File: src/sv/gcds_pkg.sv
// Shared constants, types and helper functions for the grid cell distance sorter.
// No dependencies; imported by every module of the block.
package gcds_pkg;

  // Grid shape and mask geometry
  localparam int GRID_ROWS = 6;
  localparam int GRID_COLS = 4;
  localparam int CELLS = GRID_ROWS * GRID_COLS;
  localparam int MASK_W = 24;
  localparam int LIST_DEPTH = (CELLS < MASK_W) ? CELLS : MASK_W;

  // Field widths
  localparam int COORD_W = 14;
  localparam int DIST_W = 23;
  localparam int COL_W = 2;
  localparam int ROW_W = 3;
  localparam int RC_W = 3;
  localparam int SQ_W = 2 * COORD_W;
  localparam int SUM_W = SQ_W + 1;
  localparam int IDX_W = $clog2(CELLS + 1);
  localparam int CNT_W = $clog2(LIST_DEPTH + 1);

  // Stream payload widths
  localparam int IN_W = 56;
  localparam int OUT_W = 32;
  localparam int OUT_USED_W = COL_W + ROW_W + DIST_W;

  // Cell centre geometry
  localparam int CELL_PITCH = 16;
  localparam int X_OFFSET = 12;
  localparam int Y_OFFSET = 16;
  localparam int SCALE = 64;
  localparam int SCALE_SHIFT = 6;

  // Commands from the controller to the datapath
  typedef struct packed {
    logic load;
    logic diff;
    logic square;
    logic insert;
    logic pop;
    logic show_none;
    logic [IDX_W-1:0] idx;
    logic [RC_W-1:0] row;
    logic [RC_W-1:0] col;
  } cmd_t;

  // Status from the datapath to the controller
  typedef struct packed {
    logic visible;
    logic [CNT_W-1:0] count;
  } status_t;

  // World x coordinate of a column's centre
  function automatic logic [COORD_W-1:0] centre_x(input logic [RC_W-1:0] col);
    centre_x = COORD_W'((int'(col) * CELL_PITCH + X_OFFSET) * SCALE);
  endfunction

  // World y coordinate of a row's centre
  function automatic logic [COORD_W-1:0] centre_y(input logic [RC_W-1:0] row);
    centre_y = COORD_W'((int'(row) * CELL_PITCH + Y_OFFSET) * SCALE);
  endfunction

  // Absolute difference of two coordinates
  function automatic logic [COORD_W-1:0] abs_diff(input logic [COORD_W-1:0] a,
                                                  input logic [COORD_W-1:0] b);
    abs_diff = (a >= b) ? (a - b) : (b - a);
  endfunction

endpackage

File: src/sv/gcds_datapath.sv
// Datapath of the grid cell distance sorter: request registers, distance
// pipeline and the sorted insertion list. Depends on gcds_pkg.
module gcds_datapath (
  input  logic                           clk,
  input  logic                           rst,
  input  gcds_pkg::cmd_t                 cmd,
  input  logic [gcds_pkg::COORD_W-1:0]   camera_x,
  input  logic [gcds_pkg::COORD_W-1:0]   camera_y,
  input  logic [gcds_pkg::MASK_W-1:0]    visible_mask,
  output gcds_pkg::status_t              status,
  output logic [gcds_pkg::COL_W-1:0]     cell_column,
  output logic [gcds_pkg::ROW_W-1:0]     cell_row,
  output logic [gcds_pkg::DIST_W-1:0]    distance,
  output logic                           last,
  output logic                           none
);
  import gcds_pkg::*;

  logic [COORD_W-1:0] cam_x;
  logic [COORD_W-1:0] cam_y;
  logic [MASK_W-1:0]  mask;
  logic [MASK_W-1:0]  mask_shifted;
  logic [COORD_W-1:0] adx;
  logic [COORD_W-1:0] ady;
  logic [SQ_W-1:0]    sqx;
  logic [SQ_W-1:0]    sqy;
  logic [RC_W-1:0]    cur_row;
  logic [RC_W-1:0]    cur_col;
  logic [SUM_W-1:0]   sum;
  logic [DIST_W-1:0]  new_dist;

  logic [DIST_W-1:0]     slot_dist [LIST_DEPTH];
  logic [RC_W-1:0]       slot_row  [LIST_DEPTH];
  logic [RC_W-1:0]       slot_col  [LIST_DEPTH];
  logic [LIST_DEPTH-1:0] slot_valid;
  logic [LIST_DEPTH-1:0] gt;
  logic [CNT_W-1:0]      count;

  // Latch the request
  always_ff @(posedge clk) begin
    if (cmd.load) begin
      cam_x <= camera_x;
      cam_y <= camera_y;
      mask  <= visible_mask;
    end
  end

  // Mask bit of the cell under scan; bits past the mask width read as zero
  assign mask_shifted = mask >> cmd.idx;
  assign status.visible = mask_shifted[0];
  assign status.count = count;

  // Distance pipeline: differences, then squares, then the scaled sum
  always_ff @(posedge clk) begin
    if (cmd.diff) begin
      adx     <= abs_diff(cam_x, centre_x(cmd.col));
      ady     <= abs_diff(cam_y, centre_y(cmd.row));
      cur_row <= cmd.row;
      cur_col <= cmd.col;
    end
    if (cmd.square) begin
      sqx <= adx * adx;
      sqy <= ady * ady;
    end
  end

  assign sum = SUM_W'(sqx) + SUM_W'(sqy);
  assign new_dist = DIST_W'(sum >> SCALE_SHIFT);

  // Slot is displaced by the new entry when empty or strictly farther
  always_comb begin
    for (int i = 0; i < LIST_DEPTH; i++) begin
      gt[i] = !slot_valid[i] || (slot_dist[i] > new_dist);
    end
  end

  // Insert keeps the list sorted; pop moves every entry one place toward the head
  for (genvar i = 0; i < LIST_DEPTH; i++) begin : g_slot
    always_ff @(posedge clk) begin
      if (cmd.insert && gt[i]) begin
        if (i != 0 && gt[(i == 0) ? 0 : i - 1]) begin
          slot_dist[i] <= slot_dist[(i == 0) ? 0 : i - 1];
          slot_row[i]  <= slot_row[(i == 0) ? 0 : i - 1];
          slot_col[i]  <= slot_col[(i == 0) ? 0 : i - 1];
        end else begin
          slot_dist[i] <= new_dist;
          slot_row[i]  <= cur_row;
          slot_col[i]  <= cur_col;
        end
      end else if (cmd.pop && i != LIST_DEPTH - 1) begin
        slot_dist[i] <= slot_dist[(i == LIST_DEPTH - 1) ? i : i + 1];
        slot_row[i]  <= slot_row[(i == LIST_DEPTH - 1) ? i : i + 1];
        slot_col[i]  <= slot_col[(i == LIST_DEPTH - 1) ? i : i + 1];
      end
    end
  end

  // Occupancy: valid entries always sit contiguously from the head
  always_ff @(posedge clk) begin
    if (rst || cmd.load) begin
      slot_valid <= '0;
      count      <= '0;
    end else if (cmd.insert) begin
      slot_valid <= (slot_valid << 1) | LIST_DEPTH'(1);
      count      <= count + CNT_W'(1);
    end else if (cmd.pop) begin
      slot_valid <= slot_valid >> 1;
      count      <= count - CNT_W'(1);
    end
  end

  // Result fields from the list head; all zero for an empty request
  assign cell_column = cmd.show_none ? '0 : slot_col[0][COL_W-1:0];
  assign cell_row    = cmd.show_none ? '0 : slot_row[0][ROW_W-1:0];
  assign distance    = cmd.show_none ? '0 : slot_dist[0];
  assign last        = !cmd.show_none && (count == CNT_W'(1));
  assign none        = cmd.show_none;

endmodule

File: src/sv/gcds_ctrl.sv
// Controller of the grid cell distance sorter: scans the grid, sequences the
// distance pipeline and the list, and runs both stream handshakes. Depends on gcds_pkg.
module gcds_ctrl (
  input  logic              clk,
  input  logic              rst,
  input  logic              s_valid,
  output logic              s_ready,
  output logic              m_valid,
  input  logic              m_ready,
  input  gcds_pkg::status_t status,
  output gcds_pkg::cmd_t    cmd
);
  import gcds_pkg::*;

  localparam logic [2:0] ST_IDLE = 3'd0;
  localparam logic [2:0] ST_SCAN = 3'd1;
  localparam logic [2:0] ST_SQR  = 3'd2;
  localparam logic [2:0] ST_INS  = 3'd3;
  localparam logic [2:0] ST_FIN  = 3'd4;
  localparam logic [2:0] ST_EMIT = 3'd5;
  localparam logic [2:0] ST_NONE = 3'd6;

  logic [2:0]       state;
  logic [2:0]       state_next;
  logic [IDX_W-1:0] idx;
  logic [RC_W-1:0]  row;
  logic [RC_W-1:0]  col;
  logic             advance;
  logic             last_cell;

  assign last_cell = (idx == IDX_W'(CELLS - 1));
  assign advance = ((state == ST_SCAN) && !status.visible) || (state == ST_INS);

  // Handshakes and datapath commands
  assign s_ready = (state == ST_IDLE);
  assign m_valid = (state == ST_EMIT) || (state == ST_NONE);

  always_comb begin
    cmd.load      = (state == ST_IDLE) && s_valid;
    cmd.diff      = (state == ST_SCAN) && status.visible;
    cmd.square    = (state == ST_SQR);
    cmd.insert    = (state == ST_INS);
    cmd.pop       = (state == ST_EMIT) && m_ready;
    cmd.show_none = (state == ST_NONE);
    cmd.idx       = idx;
    cmd.row       = row;
    cmd.col       = col;
  end

  // Next state
  always_comb begin
    state_next = state;
    unique case (state)
      ST_IDLE: if (s_valid) state_next = ST_SCAN;
      ST_SCAN: begin
        if (status.visible) state_next = ST_SQR;
        else if (last_cell) state_next = ST_FIN;
      end
      ST_SQR:  state_next = ST_INS;
      ST_INS:  state_next = last_cell ? ST_FIN : ST_SCAN;
      ST_FIN:  state_next = (status.count == '0) ? ST_NONE : ST_EMIT;
      ST_EMIT: if (m_ready && status.count == CNT_W'(1)) state_next = ST_IDLE;
      ST_NONE: if (m_ready) state_next = ST_IDLE;
      default: state_next = ST_IDLE;
    endcase
  end

  always_ff @(posedge clk) begin
    if (rst) begin
      state <= ST_IDLE;
    end else begin
      state <= state_next;
    end
  end

  // Row-major scan position
  always_ff @(posedge clk) begin
    if (rst || cmd.load) begin
      idx <= '0;
      row <= '0;
      col <= '0;
    end else if (advance && !last_cell) begin
      idx <= idx + IDX_W'(1);
      if (col == RC_W'(GRID_COLS - 1)) begin
        col <= '0;
        row <= row + RC_W'(1);
      end else begin
        col <= col + RC_W'(1);
      end
    end
  end

`ifndef SYNTHESIS
  a_cmd_exclusive: assert property (@(posedge clk) disable iff (rst)
    $onehot0({cmd.load, cmd.diff, cmd.square, cmd.insert, cmd.pop, cmd.show_none}))
    else $error("datapath commands overlap");

  a_no_overflow: assert property (@(posedge clk) disable iff (rst)
    cmd.insert |-> (status.count < CNT_W'(LIST_DEPTH)))
    else $error("insert into a full list");

  a_emit_nonempty: assert property (@(posedge clk) disable iff (rst)
    (state == ST_EMIT) |-> (status.count != '0))
    else $error("emitting from an empty list");

  a_square_after_diff: assert property (@(posedge clk) disable iff (rst)
    cmd.diff |=> cmd.square)
    else $error("square step did not follow difference step");
`endif

endmodule

File: src/sv/grid_cell_distance_sorter.sv
// Grid cell distance sorter top level: stream ports, payload packing, and the
// controller and datapath instances. Depends on gcds_pkg, gcds_ctrl, gcds_datapath.
//
// One request (camera x, y and a 24-bit visibility mask over the 6x4 grid) is
// accepted when the block is idle. The controller scans all 24 cells in row-major
// order; each visible cell then passes through the single squaring stage and is
// inserted into a 24-entry sorted list in which each slot compares its distance
// with the new one. After a finishing state the list is streamed out nearest first,
// one result per cycle while the sink is ready, with tlast on the final one; an
// empty mask yields a single result with tuser set. A request is scanned, inserted
// one cell at a time and fully streamed out before the next one is accepted.
module grid_cell_distance_sorter (
  input  logic                         clk,
  input  logic                         rst,
  input  logic                         s_axis_tvalid,
  output logic                         s_axis_tready,
  // camera_x[13:0], camera_y[27:14], visible_mask[51:28], zero pad
  input  logic [gcds_pkg::IN_W-1:0]    s_axis_tdata,
  output logic                         m_axis_tvalid,
  input  logic                         m_axis_tready,
  // cell_column[1:0], cell_row[4:2], distance[27:5], zero pad
  output logic [gcds_pkg::OUT_W-1:0]   m_axis_tdata,
  output logic                         m_axis_tlast,
  // none[0]
  output logic                         m_axis_tuser
);
  import gcds_pkg::*;

  cmd_t               cmd;
  status_t            status;
  logic [COL_W-1:0]   cell_column;
  logic [ROW_W-1:0]   cell_row;
  logic [DIST_W-1:0]  distance;

  gcds_ctrl u_ctrl (
    .clk     (clk),
    .rst     (rst),
    .s_valid (s_axis_tvalid),
    .s_ready (s_axis_tready),
    .m_valid (m_axis_tvalid),
    .m_ready (m_axis_tready),
    .status  (status),
    .cmd     (cmd)
  );

  gcds_datapath u_datapath (
    .clk          (clk),
    .rst          (rst),
    .cmd          (cmd),
    .camera_x     (s_axis_tdata[COORD_W-1:0]),
    .camera_y     (s_axis_tdata[2*COORD_W-1:COORD_W]),
    .visible_mask (s_axis_tdata[2*COORD_W+MASK_W-1:2*COORD_W]),
    .status       (status),
    .cell_column  (cell_column),
    .cell_row     (cell_row),
    .distance     (distance),
    .last         (m_axis_tlast),
    .none         (m_axis_tuser)
  );

  // Pack the result fields, lowest field first
  assign m_axis_tdata = {{(OUT_W - OUT_USED_W){1'b0}}, distance, cell_row, cell_column};

endmodule
File: config.mk
export PLATFORM = sky130hd
export DESIGN_NAME = grid_cell_distance_sorter
export DESIGN_NICKNAME = d
export VERILOG_FILES = /design/src/sv/gcds_pkg.sv /design/src/sv/gcds_datapath.sv /design/src/sv/gcds_ctrl.sv /design/src/sv/grid_cell_distance_sorter.sv
export SDC_FILE = /design/constraint.sdc
export NUM_CORES = 2
export LEC_CHECK = 0
export BUFFER_PORTS_ARGS = -buffer_cell sky130_fd_sc_hd__buf_4
export CAP_MARGIN = 20
export CORE_AREA = 2 2 445 337
export CTS_CLUSTER_DIAMETER = 150
export DETAILED_ROUTE_END_ITERATION = 8
export DIE_AREA = 0 0 447 339
export GPL_ROUTABILITY_DRIVEN = 0
export GPL_TIMING_DRIVEN = 0
export PLACE_DENSITY_LB_ADDON = 0.1
export SLEW_MARGIN = 20
export SYNTH_ARGS = -nofsm -noshare
export SYNTH_HDL_FRONTEND = slang
export SYNTH_SLANG_ARGS = --single-unit
File: constraint.sdc
create_clock -name clk -period 9.1 [get_ports clk]
set_input_delay 1.365 -clock clk [delete_from_list [all_inputs] [get_ports clk]]
set_output_delay 1.365 -clock clk [all_outputs]
set_load 0.02 [all_outputs]
==> results by group <==
Worst setup path
  • Crit path capture type: register
  • Max incr delay on CP: 0.74 ns
  • Startpoint Class: register
  • CP max FO: 25
  • Family with the most delay on the worst path: simple AND/OR/NAND/NOR gates
  • WP buf/inv: 6
  • Slowest-stage cell, CP: o211ai_1
  • Worst setup path class: register to register
  • CP Data Arrival Time: just over 9 ns
  • Worst-path cell chain: ha_1 > o21a_1 > o21ai_0 > nor4_1 > o2111ai_1 > and2_4 > o211ai_1 > buf_4 > inv_1 > clkbuf_2 > buf_12 > ha_1 > nand3_1 > nor3_1 > nand2_1 > a31oi_1 > a211oi_1 > a21oi_1 > nand3b_1 > and2_1 > clkbuf_1 > clkbuf_1 > a221o_1
  • Required time worst endpoint: around 9.7 ns

Die
  • Boundary pin count: 96
  • Rows: ~120
  • Die ar.: around 0.15 mm2
  • Starting density of the core: between 40% and 50%
  • Chip width: between 400 and 500 um
  • Core area: around 0.15 mm2
  • Die Ht: around 340 um

Detailed routing
  • Remaining antenna violation count: 0
  • Drt pass-1 iters: 6
  • Vias per cell: between 6 and 7
  • DRC errors left: 0
  • Drt initial violations: slightly above 7k
  • Routed via count: 51.68k
  • Routed WL per cell: about 29 um
  • Final wirelength: 241700 um

Global routing
  • Total GRT Usage: around a third
  • Initial antenna violation count: 13
  • Global-route wire length before repair: 348300 um
  • Vias in the first global route: just under 50k
  • Largest net degree at the start of global routing: 54
  • Gr ovfl total: 0

STA
  • Post-Route Skew: 0.03755 ns
  • Final Cycle Share: approximately 96%
  • Slew of the pin with the lowest slew margin: 1.193 ns
  • Fmax: about 110 MHz
  • Max-slew violations: 0
  • Final-report setup violation count: 0
  • Normalized max-slew margin: 20.46%
  • Final Hold Fails: 0
  • Minimum clock period: around 8.7 ns
  • Worst hold slack: 0.5051 ns
  • RSZ-0062 raised after global routing: false

Clock tree
  • CTS Sinks: between 800 and 900
  • # resized after CTS: 0
  • H-tree levels: 3
  • Post-CTS setup repair buffer count: 0
  • CTS buffer count: 95
  • Hold Buf Count CTS: 0
  • CTS clk-pin slew, worst paths: around 0.06 ns
  • CTS Buffer Depth: 3
  • Root Buffer: clkbuf_16
  • Later-pin clock latency in the skew report: around 0.75 ns
  • CTS tree: done

Synth
  • Compound-gate portion of the synthesized area: 18.57%
  • FFs w/ async S/R, synth: 0%
  • Largest family of logic cells by synthesized area: adder cells
  • Syn Std Cell Area: 0.06287 mm2
  • Yosys Warn Count: 0
  • Post-synth EDFFs: 809
  • Register area share after synthesis: 40.01%
  • Syn Inst Count: ~6.0k
  • Post-synthesis mux area share: roughly 1.1%
  • Synth Area in Adders: 22.82%
  • Flops & latches, synth: 852
  • Ys flop type: edfxtp_1
  • Netlist cell types: 84
  • Fraction of the mapped netlist area in simple logic gates: between 10% and 20%
  • Syn Area/Cell: between 10 and 15 um2
  • XOR/XNOR Fraction of Synth Area: between 1.5 and 2%

Finish
  • Final nets: 7267
  • Area Overhead vs Synth: 12.63%
  • Most common cell after layout, fill and taps aside: edfxtp_1
  • Final core utilization: between 40% and 50%
  • Share of cells above drive strength 1: around 7.3%
  • Final Cell Area: a little over 0.07 mm2
  • Most frequent cells in the layout: 809 x edfxtp_1, 777 x ha_1, 513 x inv_1

Placed design
  • IO buf count: 87
  • DP HPWL: between 150000 and 200000 um
  • Dpl cell area: between 0.06 and 0.07 mm2

Job
  • Max cap viols: 0

Min path
  • Hold crit path type: register to register

Status
  • Status: finished, final reports clean
## per-layer routing
layer	GRT usage (%)	vias up	part of all wire, %
met5	0.3810	-	0.040
met4	7.503	4	2.6
met3	11.07	251	14
met2	39.22	2828	36
met1	49.97	25830	47
li1	-	22770	-
## flip-flops by register name (all words and copies together) (netlist names)
name,flops
u_ctrl.state,3
u_datapath.sqy,26
u_ctrl.row,3
u_datapath.adx,14
u_datapath.cur_col,2
u_datapath.count,5
u_datapath.slot_col,48
u_datapath.slot_dist,552
u_datapath.mask,24
u_datapath.sqx,26
u_datapath.slot_row,72
u_datapath.cur_row,3
u_datapath.slot_valid,24
u_datapath.cam_x,14
u_datapath.ady,14
u_ctrl.col,3
u_datapath.cam_y,14
u_ctrl.idx,5
## worst register-to-register path, delay by kind of cell (launching register included)
family	cells	cell delay [ns]
buffers and inverters	6	2.17
adders and majority gates	2	0.73
and+or+nand+nor	7	2.78
AOI/OAI and AO/OA	8	2.43
DFF	1	0.44
## worst paths after layout
check,from,endpoint,slack (ns),cells past startpoint
setup / recovery,u_datapath.sqx[7],u_datapath.slot_dist[2][140],0.40,23
hold / removal,u_ctrl.col[2],u_ctrl.col[2],0.51,2
setup reg to reg,u_datapath.sqx[7],u_datapath.slot_dist[2][140],0.40,23
hold reg to reg,u_ctrl.col[2],u_ctrl.col[2],0.51,2
## cell usage after synthesis (16+ instances only)
cell      instances  area (um2)
dfxtp_1          43       860.8
nand2b_1         21       131.4
buf_2            21       105.1
a31oi_1          27       168.9
fa_1            231        4624
clkbuf_1        307        1152
and3_1           33       206.5
inv_1           513        1926
nand2_1         355        1333
o21ai_0         435        2177
a221o_1         294        2943
ha_1            777        9722
a21o_1          172        1291
nor2_1          434        1629
edfxtp_1        809       24290
nand4_1         129       807.0
xor2_1           35       306.5
a211oi_1         22       165.2
and2_1          108       675.7
a21oi_1         266        1331
o221ai_1         21       183.9
a22oi_1         251        1884
o211ai_1         49       367.9
xnor2_1          81       709.4
and4_1           35       306.5
o21a_1           22       165.2
or2_2            16       100.1
nor2b_1          62       387.9
nand3_1          77       385.4
or3_1            19       118.9
mux2i_1          39       390.4
nor3_1           39       195.2
## cell families (layout without fill, tap and decap cells)
kind of cell | Yosys count | in the layout
DFF | 852 | 852
and+or+nand+nor | 1378 | 1378
xor gates and xnor gates | 120 | 120
AOI/OAI and AO/OA | 1673 | 1673
buffers and inverters | 860 | 1182
other | 1 | 6
adders and majority gates | 1008 | 1008
muxes | 58 | 58
## stage by stage
step	setup TNS (ns)	setup slack, ns	std cells
final	0	0.3971	8261
after global routing	0	0.2354	8260
after CTS	0	0.8288	8259
after detailed placement	0	0.8698	8086
after global placement	-1835.21	-3.990	8024
after floorplan	0	2.155	5953
## layout make-up
cell class	instances	area [um2]
well taps	1984	2482
repair buffers	149	1799
plain buffers	345	1433
flip-flops and latches	852	25150
multi-input cells	4241	34820
inverters	515	1933
fillers	13560	76040
diodes	2	5.005
clock buffers	126	2606
clock inverters	47	575.6
Power is left out: the tool's default activity adds up to more than one toggle a clock period on the data nets, which glitch-free logic cannot reach.
